## src/rtl/resm_pkg.sv

```systemverilog
// Shared types, constants and register codes of the redundant e-stop multiplexer monitor.
`timescale 1ns / 1ps

package resm_pkg;

  localparam int MUX_CHANNELS = 8;
  localparam int LOOP_COUNT   = 4;
  localparam int SAMPLE_BITS  = 12;
  localparam int SEL_BITS     = 3;
  localparam int CHAN_BITS    = 4;
  localparam int NUM_REGS     = 4;
  localparam int PADDR_BITS   = $clog2(4 * NUM_REGS);

  localparam logic [SAMPLE_BITS-1:0] FULL_SCALE = '1;
  localparam logic [10:0] NOSNAP_STEP = 11'd2;
  localparam logic [10:0] NOSNAP_MAX  = 11'd2047;

  localparam logic [10:0] TOLERANCE_RESET = 11'd256;
  localparam logic [9:0]  DEBOUNCE_RESET  = 10'd500;
  localparam logic [15:0] SUPPRESS_RESET  = 16'd500;
  localparam logic [10:0] NOSNAP_RESET    = 11'd100;

  typedef enum logic [1:0] {
    REG_TOLERANCE = 2'd0,
    REG_DEBOUNCE  = 2'd1,
    REG_SUPPRESS  = 2'd2,
    REG_NOSNAP    = 2'd3
  } reg_idx_e;

  typedef logic [SAMPLE_BITS-1:0] sample_t;

  typedef struct packed {
    logic [10:0] redund_tolerance;
    logic [9:0]  debounce_len;
    logic [15:0] suppress_window_ms;
    logic [10:0] nosnap_limit_ms;
  } cfg_t;

  typedef struct packed {
    logic                 snapshot_valid;
    logic [CHAN_BITS-1:0] mux_channel;
    sample_t              mux_sample;
    logic                 estop_pressed;
    logic [31:0]          now_ms;
  } in_word_t;

  typedef struct packed {
    logic [LOOP_COUNT-1:0] closed_mask;
    logic                  monitor_valid;
    logic [LOOP_COUNT-1:0] fault_report;
    logic [SEL_BITS-1:0]   next_mux_select;
    logic                  link_recover;
  } out_word_t;

endpackage

```

## src/rtl/resm_apb_regs.sv

```systemverilog
// APB configuration registers of the e-stop multiplexer monitor.
`timescale 1ns / 1ps

module resm_apb_regs
  import resm_pkg::*;
(
  input  logic                  clk_i,
  input  logic                  rst_ni,
  input  logic                  psel,
  input  logic                  penable,
  input  logic                  pwrite,
  input  logic [PADDR_BITS-1:0] paddr,
  input  logic [31:0]           pwdata,
  output logic [31:0]           prdata,
  output logic                  pready,
  output cfg_t                  cfg_o
);

  cfg_t     cfg_q;
  reg_idx_e reg_idx;
  logic     wr_en;

  assign pready  = 1'b1;
  assign reg_idx = reg_idx_e'(paddr[PADDR_BITS-1:2]);
  assign wr_en   = psel && penable && pwrite && pready;
  assign cfg_o   = cfg_q;

  always_ff @(posedge clk_i or negedge rst_ni) begin
    if (!rst_ni) begin
      cfg_q.redund_tolerance   <= TOLERANCE_RESET;
      cfg_q.debounce_len       <= DEBOUNCE_RESET;
      cfg_q.suppress_window_ms <= SUPPRESS_RESET;
      cfg_q.nosnap_limit_ms    <= NOSNAP_RESET;
    end else if (wr_en) begin
      case (reg_idx)
        REG_TOLERANCE: cfg_q.redund_tolerance   <= pwdata[10:0];
        REG_DEBOUNCE:  cfg_q.debounce_len       <= pwdata[9:0];
        REG_SUPPRESS:  cfg_q.suppress_window_ms <= pwdata[15:0];
        REG_NOSNAP:    cfg_q.nosnap_limit_ms    <= pwdata[10:0];
        default: ;
      endcase
    end
  end

  always_comb begin
    case (reg_idx)
      REG_TOLERANCE: prdata = {21'd0, cfg_q.redund_tolerance};
      REG_DEBOUNCE:  prdata = {22'd0, cfg_q.debounce_len};
      REG_SUPPRESS:  prdata = {16'd0, cfg_q.suppress_window_ms};
      REG_NOSNAP:    prdata = {21'd0, cfg_q.nosnap_limit_ms};
      default:       prdata = '0;
    endcase
  end

endmodule

```

## src/rtl/resm_diag.sv

```systemverilog
// Loop node comparison, e-stop suppression and per-loop debounce counters.
`timescale 1ns / 1ps

module resm_diag
  import resm_pkg::*;
(
  input  logic                  clk_i,
  input  logic                  rst_ni,
  input  logic                  run_i,
  input  logic                  estop_i,
  input  logic [31:0]           now_i,
  input  sample_t               samples_i [MUX_CHANNELS],
  input  cfg_t                  cfg_i,
  output logic [LOOP_COUNT-1:0] closed_o,
  output logic [LOOP_COUNT-1:0] report_o
);

  logic [9:0]  count_q [LOOP_COUNT];
  logic [9:0]  count_d [LOOP_COUNT];
  logic        prev_estop_q, prev_estop_d;
  logic [31:0] last_edge_q, last_edge_d;
  logic [31:0] edge_ms;
  logic [31:0] elapsed;
  logic        suppress;
  sample_t     node_a [LOOP_COUNT];
  sample_t     node_b [LOOP_COUNT];
  sample_t     diff   [LOOP_COUNT];
  logic [LOOP_COUNT-1:0] normal;

  always_comb begin
    edge_ms  = (estop_i != prev_estop_q) ? now_i : last_edge_q;
    elapsed  = now_i - edge_ms;
    suppress = estop_i || (elapsed < {16'd0, cfg_i.suppress_window_ms});

    prev_estop_d = run_i ? estop_i : prev_estop_q;
    last_edge_d  = run_i ? edge_ms : last_edge_q;

    for (int i = 0; i < LOOP_COUNT; i++) begin
      node_a[i] = (2 * i < MUX_CHANNELS) ? samples_i[2 * i] : '0;
      node_b[i] = (2 * i + 1 < MUX_CHANNELS) ? samples_i[2 * i + 1] : '0;
      diff[i]   = (node_a[i] >= node_b[i]) ? (node_a[i] - node_b[i])
                                           : (node_b[i] - node_a[i]);
      closed_o[i] = {1'b0, diff[i]} <= {2'b00, cfg_i.redund_tolerance};
      // complementary nodes: difference within tolerance of full scale
      normal[i]   = closed_o[i] ||
                    (({1'b0, diff[i]} + {2'b00, cfg_i.redund_tolerance}) >=
                     {1'b0, FULL_SCALE});

      count_d[i]  = count_q[i];
      report_o[i] = 1'b0;
      if (run_i) begin
        if (suppress || normal[i]) begin
          count_d[i] = '0;
        end else if (count_q[i] < cfg_i.debounce_len) begin
          count_d[i]  = count_q[i] + 10'd1;
          report_o[i] = count_d[i] >= cfg_i.debounce_len;
        end
      end
    end
  end

  always_ff @(posedge clk_i or negedge rst_ni) begin
    if (!rst_ni) begin
      prev_estop_q <= 1'b0;
      last_edge_q  <= '0;
      for (int i = 0; i < LOOP_COUNT; i++) count_q[i] <= '0;
    end else begin
      prev_estop_q <= prev_estop_d;
      last_edge_q  <= last_edge_d;
      for (int i = 0; i < LOOP_COUNT; i++) count_q[i] <= count_d[i];
    end
  end

endmodule

```

## src/rtl/redundant_estop_mux_monitor.sv

```systemverilog
// Top level of the redundant e-stop multiplexer monitor.
`timescale 1ns / 1ps

// One input word per sample period, one result word per input word. The
// block takes a word in every cycle while in_ready_o is high; each word goes
// through the input register, then the result register. The result holds
// while out_ready_i is low, and one more word waits in the input register
// meanwhile; in_ready_o drops only when both are full. A snapshot with a
// channel tag below eight lands in the sample store and marks the channel
// ready; any valid snapshot steps the preselect. Once all eight channels
// are ready, each loop's even and odd nodes are compared, and a mismatch
// that is neither consistent nor complementary counts toward a debounce
// that reports once. Periods without a snapshot advance the recovery
// watchdog by 2 ms. Registers sit on APB at 0x0 tolerance, 0x4 debounce,
// 0x8 suppress window, 0xC watchdog limit; write them only while idle.

module redundant_estop_mux_monitor
  import resm_pkg::*;
(
  input  logic                  clk_i,
  input  logic                  rst_ni,
  input  logic                  in_valid_i,
  output logic                  in_ready_o,
  input  in_word_t              in_data_i,
  output logic                  out_valid_o,
  input  logic                  out_ready_i,
  output out_word_t             out_data_o,
  input  logic                  psel,
  input  logic                  penable,
  input  logic                  pwrite,
  input  logic [PADDR_BITS-1:0] paddr,
  input  logic [31:0]           pwdata,
  output logic [31:0]           prdata,
  output logic                  pready
);

  cfg_t cfg;

  // pipeline control
  logic      s1_valid_q;
  in_word_t  s1_word_q;
  logic      out_valid_q;
  out_word_t out_word_q;
  out_word_t out_word_d;
  logic      s1_adv;
  logic      in_fire;
  logic      proc;

  // block state
  sample_t                 samples_q [MUX_CHANNELS];
  sample_t                 samples_d [MUX_CHANNELS];
  logic [MUX_CHANNELS-1:0] ready_q, ready_d;
  logic [SEL_BITS-1:0]     sel_q, sel_d;
  logic [10:0]             nosnap_q, nosnap_d;
  logic [11:0]             nosnap_sum;
  logic [10:0]             nosnap_t;
  logic                    recover;
  logic                    all_ready;
  logic                    diag_run;
  logic [LOOP_COUNT-1:0]   closed;
  logic [LOOP_COUNT-1:0]   report;

  resm_apb_regs u_regs (
    .clk_i   (clk_i),
    .rst_ni  (rst_ni),
    .psel    (psel),
    .penable (penable),
    .pwrite  (pwrite),
    .paddr   (paddr),
    .pwdata  (pwdata),
    .prdata  (prdata),
    .pready  (pready),
    .cfg_o   (cfg)
  );

  // the word in the input register is processed when the result register frees
  assign s1_adv     = !out_valid_q || out_ready_i;
  assign in_ready_o = !s1_valid_q || s1_adv;
  assign in_fire    = in_valid_i && in_ready_o;
  assign proc       = s1_valid_q && s1_adv;

  always_comb begin
    samples_d  = samples_q;
    ready_d    = ready_q;
    sel_d      = sel_q;
    recover    = 1'b0;
    nosnap_sum = {1'b0, nosnap_q} + {1'b0, NOSNAP_STEP};
    nosnap_t   = (nosnap_sum > {1'b0, NOSNAP_MAX}) ? NOSNAP_MAX : nosnap_sum[10:0];
    nosnap_d   = nosnap_q;

    if (!s1_word_q.snapshot_valid) begin
      // watchdog: missing snapshot, pulse recovery at the limit
      if (nosnap_t >= cfg.nosnap_limit_ms) begin
        nosnap_d = '0;
        recover  = 1'b1;
      end else begin
        nosnap_d = nosnap_t;
      end
    end else begin
      nosnap_d = '0;
      if ({1'b0, s1_word_q.mux_channel} < (CHAN_BITS + 1)'(MUX_CHANNELS)) begin
        samples_d[s1_word_q.mux_channel[SEL_BITS-1:0]] = s1_word_q.mux_sample;
        ready_d[s1_word_q.mux_channel[SEL_BITS-1:0]]   = 1'b1;
      end
      sel_d = (sel_q == SEL_BITS'(MUX_CHANNELS - 1)) ? '0 : sel_q + 1'b1;
    end
  end

  assign all_ready = &ready_d;
  assign diag_run  = proc && s1_word_q.snapshot_valid && all_ready;

  resm_diag u_diag (
    .clk_i     (clk_i),
    .rst_ni    (rst_ni),
    .run_i     (diag_run),
    .estop_i   (s1_word_q.estop_pressed),
    .now_i     (s1_word_q.now_ms),
    .samples_i (samples_d),
    .cfg_i     (cfg),
    .closed_o  (closed),
    .report_o  (report)
  );

  always_comb begin
    out_word_d.closed_mask     = closed;
    out_word_d.monitor_valid   = all_ready;
    out_word_d.fault_report    = report;
    out_word_d.next_mux_select = sel_d;
    out_word_d.link_recover    = recover;
  end

  always_ff @(posedge clk_i or negedge rst_ni) begin
    if (!rst_ni) begin
      s1_valid_q  <= 1'b0;
      out_valid_q <= 1'b0;
      ready_q     <= '0;
      sel_q       <= '0;
      nosnap_q    <= '0;
      for (int i = 0; i < MUX_CHANNELS; i++) samples_q[i] <= '0;
    end else begin
      if (in_ready_o) s1_valid_q <= in_valid_i;
      if (s1_adv)     out_valid_q <= s1_valid_q;
      if (proc) begin
        ready_q  <= ready_d;
        sel_q    <= sel_d;
        nosnap_q <= nosnap_d;
        for (int i = 0; i < MUX_CHANNELS; i++) samples_q[i] <= samples_d[i];
      end
    end
  end

  // payload words, no reset
  always_ff @(posedge clk_i) begin
    if (in_fire) s1_word_q  <= in_data_i;
    if (proc)    out_word_q <= out_word_d;
  end

  assign out_valid_o = out_valid_q;
  assign out_data_o  = out_word_q;

  // stall only with both registers full and the result not taken
  a_stall_cause: assert property (@(posedge clk_i) disable iff (!rst_ni)
    !in_ready_o |-> (s1_valid_q && out_valid_q && !out_ready_i))
    else $error("input stalled without a full pipeline");

  // a full ready mask never loses a channel
  a_ready_sticky: assert property (@(posedge clk_i) disable iff (!rst_ni)
    (&ready_q) |=> (&ready_q))
    else $error("ready mask cleared");

  // a fault report needs a valid monitor and a snapshot period
  a_report_valid: assert property (@(posedge clk_i) disable iff (!rst_ni)
    (out_valid_o && (out_data_o.fault_report != '0)) |->
      (out_data_o.monitor_valid && !out_data_o.link_recover))
    else $error("fault report outside diagnosis");

  // recovery pulse only for a period without snapshot
  a_recover_nosnap: assert property (@(posedge clk_i) disable iff (!rst_ni)
    (proc && recover) |-> !s1_word_q.snapshot_valid)
    else $error("link recovery on a snapshot period");

endmodule
```

## config.mk

```make
export PLATFORM = sky130hd
export DESIGN_NAME = redundant_estop_mux_monitor
export DESIGN_NICKNAME = d
export VERILOG_FILES = /design/src/rtl/resm_pkg.sv /design/src/rtl/resm_apb_regs.sv /design/src/rtl/resm_diag.sv /design/src/rtl/redundant_estop_mux_monitor.sv
export SDC_FILE = /design/constraint.sdc
export NUM_CORES = 1
export LEC_CHECK = 0
export BUFFER_PORTS_ARGS = -buffer_cell sky130_fd_sc_hd__buf_2
export CAP_MARGIN = 10
export CORE_ASPECT_RATIO = 0.75
export CORE_MARGIN = 3
export CORE_UTILIZATION = 45
export DETAILED_ROUTE_END_ITERATION = 10
export PLACE_DENSITY = 0.64
export SLEW_MARGIN = 5
export SYNTH_ARGS = -nofsm -noshare
export SYNTH_HDL_FRONTEND = slang
export SYNTH_HIERARCHICAL = 1
export SYNTH_SLANG_ARGS = --single-unit
```

## constraint.sdc

```tcl
create_clock -name clk_i -period 9.1 [get_ports clk_i]
set_input_delay 0.455 -clock clk_i [delete_from_list [all_inputs] [get_ports clk_i]]
set_output_delay 0.455 -clock clk_i [all_outputs]
set_load 0.05 [all_outputs]
```

==> flow_summary.toml <==
[run_status]
status = "complete, no violations"

[detailed_routing]
drt_iter0_drc = 1660
vias = 21003
wl_per_cell_um = 19.8
ant_nets = 0
routed_wl_mm = 72.7
drtPass1Iterations = 6
drc = 0
vias_per_cell = 5.73

[finish]
multi_input_area_sq_um = 17000
seqCellArea_sq_um = 7940
final_common_cell = "ha_1"
num-fill-cells = 5417
final_nets = 3299
drive_above_1_share = 0.174
area_growth_pct = 9.69
final_cell_mix = "ha_1 (336), nand2_1 (321), inv_1 (238)"

[timing]
fin_crit_sh = 0.882
finalSetupTns_ns = 0
hold_viol = 0
finalMaxSlewViolations = 0
tightest_slew_ns = 1.12
setup_viol = 0
fmax_mhz = 125
setup_slack_ns = 1.07
slew_headroom = 0.247
grt_setup_unrepaired = "false"
skew_ns = 0.0207
post-route-min-period_ns = 8.03

[clock_tree]
cts_setup_buffers = 0
insertion_delay_ns = 0.56
clockBufferDepth = 3
clock-sinks = 304
tritoncts = "built"
clkTransAtPathRegs_ns = 0.07
cts_root_buf = "clkbuf_16"
cts_buffers = 38
cts_htree_levels = 2

[setup_path]
crit_arrival_ns = 8.47
cpMostUsedCell = "mux2_2"
cp_slowest_cell = "edfxtp_1"
required_ns = 9.54
cp_max_fo = 18
crit_family = "compound AO/OA/AOI/OAI gates"
reg2reg_slack_ns = 1.07
crit_path_max_incr_delay_ns = 0.83
crit_path_start_kind = "register"
crit_type = "reg -> reg"
crit_buf_inv = 1
path_cells = "nor2b_1 > and2_1 > mux2_2 > ha_1 > nand2_1 > nor3_1 > a221oi_1 > o21ai_2 > mux2_2 > a21oi_1 > xnor2_1 > ha_1 > nand2b_1 > o221ai_1 > a21o_1 > a311o_1 > xnor2_1 > a2111oi_0 > a211oi_1 > a21oi_1 > buf_4 > o31ai_2 > mux2_2"
endpoint_kind = "register"

[power_and_ir_drop]
leakage_nw = 13.6
irDropWorstVdd_mv = 0.126
p_int_mw = 4.68
power_switching_mw = 3.85
powerDensity_nw_per_um2 = 295
comb_power_share = 0.585
p_sw_frac = 0.452
pwr-share-clk = 0.205
pwr-share-seq = 0.211

[logic_synthesis]
synth_cell_types = 105
synth_ff_type = "dfrtp_1"
synth_largest_area_cell = "dfrtp_1"
syn_inst = 2793
synth-seq-cells = 304
synth_area_sq_um = 26400
synth_top_area_frac = 0.214
ys_seq_area_frac = 0.301
async_reset_ff_frac = 0.793
syn_avg_cell_area_sq_um = 9.44
yosysWarnings = 6
synth_edf_count = 63
synthTopCellsByArea = "dfrtp_1 (21%), ha_1 (16%), mux2_2 (9.6%), edfxtp_1 (7.2%), nand2_1 (4.6%)"

[grt]
gr-usage-all-layers = 0.234
grt_pass1_wl_mm = 115
grt_pass1_vias = 20762
grt_overflow = 0
grt_start_max_net_pins = 147
antenna_found_initial = 1

[floorplan]
start_util = 0.457
die_x_um = 286
fp-row-count = 76
ios = 141
core_area_sq_um = 57700
die-area_sq_um = 61600
die_h_um = 216

[job]
max_cap_viol_count = 0

[hold_path]
hold_class = "in -> reg"

[place]
dpl.hpwl_mm = 55.8
post-place-ws_ns = 1.11
port_buffers = 105
gp_congestion = 0.953
## power groups by stage
stage          clock [mW]  sequential [mW]  combinational (mW)
2_1_floorplan           0             1.79                3.65
3_3_place_gp            0             1.81                4.78
3_5_place_dp            0             1.82                4.87
4_1_cts              1.80             1.80                4.91
5_1_grt              1.85             1.82                5.49
6_report             1.75             1.80                4.98
## worst reg2reg max path, delay by kind of cell, from the launching register on
kind	cells	cell delay, ns
muxes	3	1.20
and+or+nand+nor	5	1.66
adders and majority gates	2	0.87
xor gates and xnor gates	2	0.25
DFF	1	0.83
buffers and inverters	1	0.23
AOI/OAI and AO/OA	10	2.89
## cells by family after synthesis
group	after synthesis	share of synthesized area
AO/OA/AOI/OAI	621	0.160
XOR/XNOR	116	0.0385
adder cells (fa/ha/maj)	349	0.169
buffers and inverters	355	0.0582
flip-flops	304	0.301
multiplexers	317	0.138
other	2	0.000285
AND/OR/NAND/NOR	729	0.134
## Yosys cell counts, types with 34 or more instances
master and n:
nor2b_1 37, o21a_1 46, nand2b_1 41, nor2_1 104, nand2_1 321, nand3_1 51
a21o_1 42, a21oi_1 180, mux2_2 225, edfxtp_1 63, xnor2_1 76, ha_1 336
o21ai_0 92, xor2_1 40, clkbuf_1 51, inv_1 238, dfrtp_1 225, mux2i_1 71
nor3_1 34
## worst paths after layout
| kind | from | to | cells past startpoint |
|---|---|---|---|
| max | s1_word_q[49]$_DFFE_PP_ | u_diag/count_q[30]$_DFFE_PN0P_ | 23 |
| min | in_data_i[11] | s1_word_q[11]$_DFFE_PP_ | 1 |
| max reg2reg | s1_word_q[49]$_DFFE_PP_ | u_diag/count_q[30]$_DFFE_PN0P_ | 23 |
| min reg2reg | ready_q[0]$_DFFE_PN0P_ | ready_q[0]$_DFFE_PN0P_ | 1 |
| max in group asynchronous | rst_ni | samples_q[76]$_DFFE_PN0P_ | 3 |
| min in group asynchronous | rst_ni | u_diag/last_edge_q[22]$_DFFE_PN0P_ | 2 |
## timing repair
item | in CTS | in global routing
endpoints found under the hold margin | 64 | 0
gates resized for setup | 0 | 0
hold buffers | 1 | 0
## per-stage QoR
step	power, mW	hold WS, ns	util	cell area [sq um]	instances
floorplan	5.43	0.159	-	26400	2808
global placement	6.59	0.450	0.476	27500	3596
detailed placement	6.69	0.456	0.476	27500	3596
CTS	8.50	0.0216	0.501	28900	3666
global route	9.17	0.0330	0.501	28900	3667
finish	8.53	0.0636	0.501	28900	3668
## state kept, by name (all words and copies together) (netlist names)
| register | count |
|---|---|
| nosnap_q | 11 |
| out_data_o | 13 |
| out_valid_o | 1 |
| ready_q | 8 |
| s1_valid_q | 1 |
| s1_word_q | 50 |
| samples_q | 96 |
| sel_q | 3 |
| u_diag/count_q | 40 |
| u_diag/last_edge_q | 32 |
| u_diag/prev_estop_q | 1 |
| u_regs/cfg_o | 48 |
## layout make-up
| type | count | share of cell area |
|---|---|---|
| Sequential cell | 304 | 0.275 |
| Tap cell | 780 | 0.0337 |
| Timing Repair Buffer | 123 | 0.0237 |
| Antenna cell | 2 | 0.000173 |
| Clock inverter | 20 | 0.0124 |
| Multi-Input combinational cell | 2149 | 0.587 |
| Inverter | 241 | 0.0313 |
| Clock buffer | 49 | 0.0368 |
## per-layer routing
layer,GRT usage,part of all wire,vias to the layer above,wire [um]
li1,-,-,10084,-
met1,0.352,0.50,10251,36200
met2,0.342,0.41,584,30000
met3,0.0497,0.072,84,5220
met4,0.0527,0.018,0,1290
met5,0,0,-,0
(Power assumes the default switching activity.)
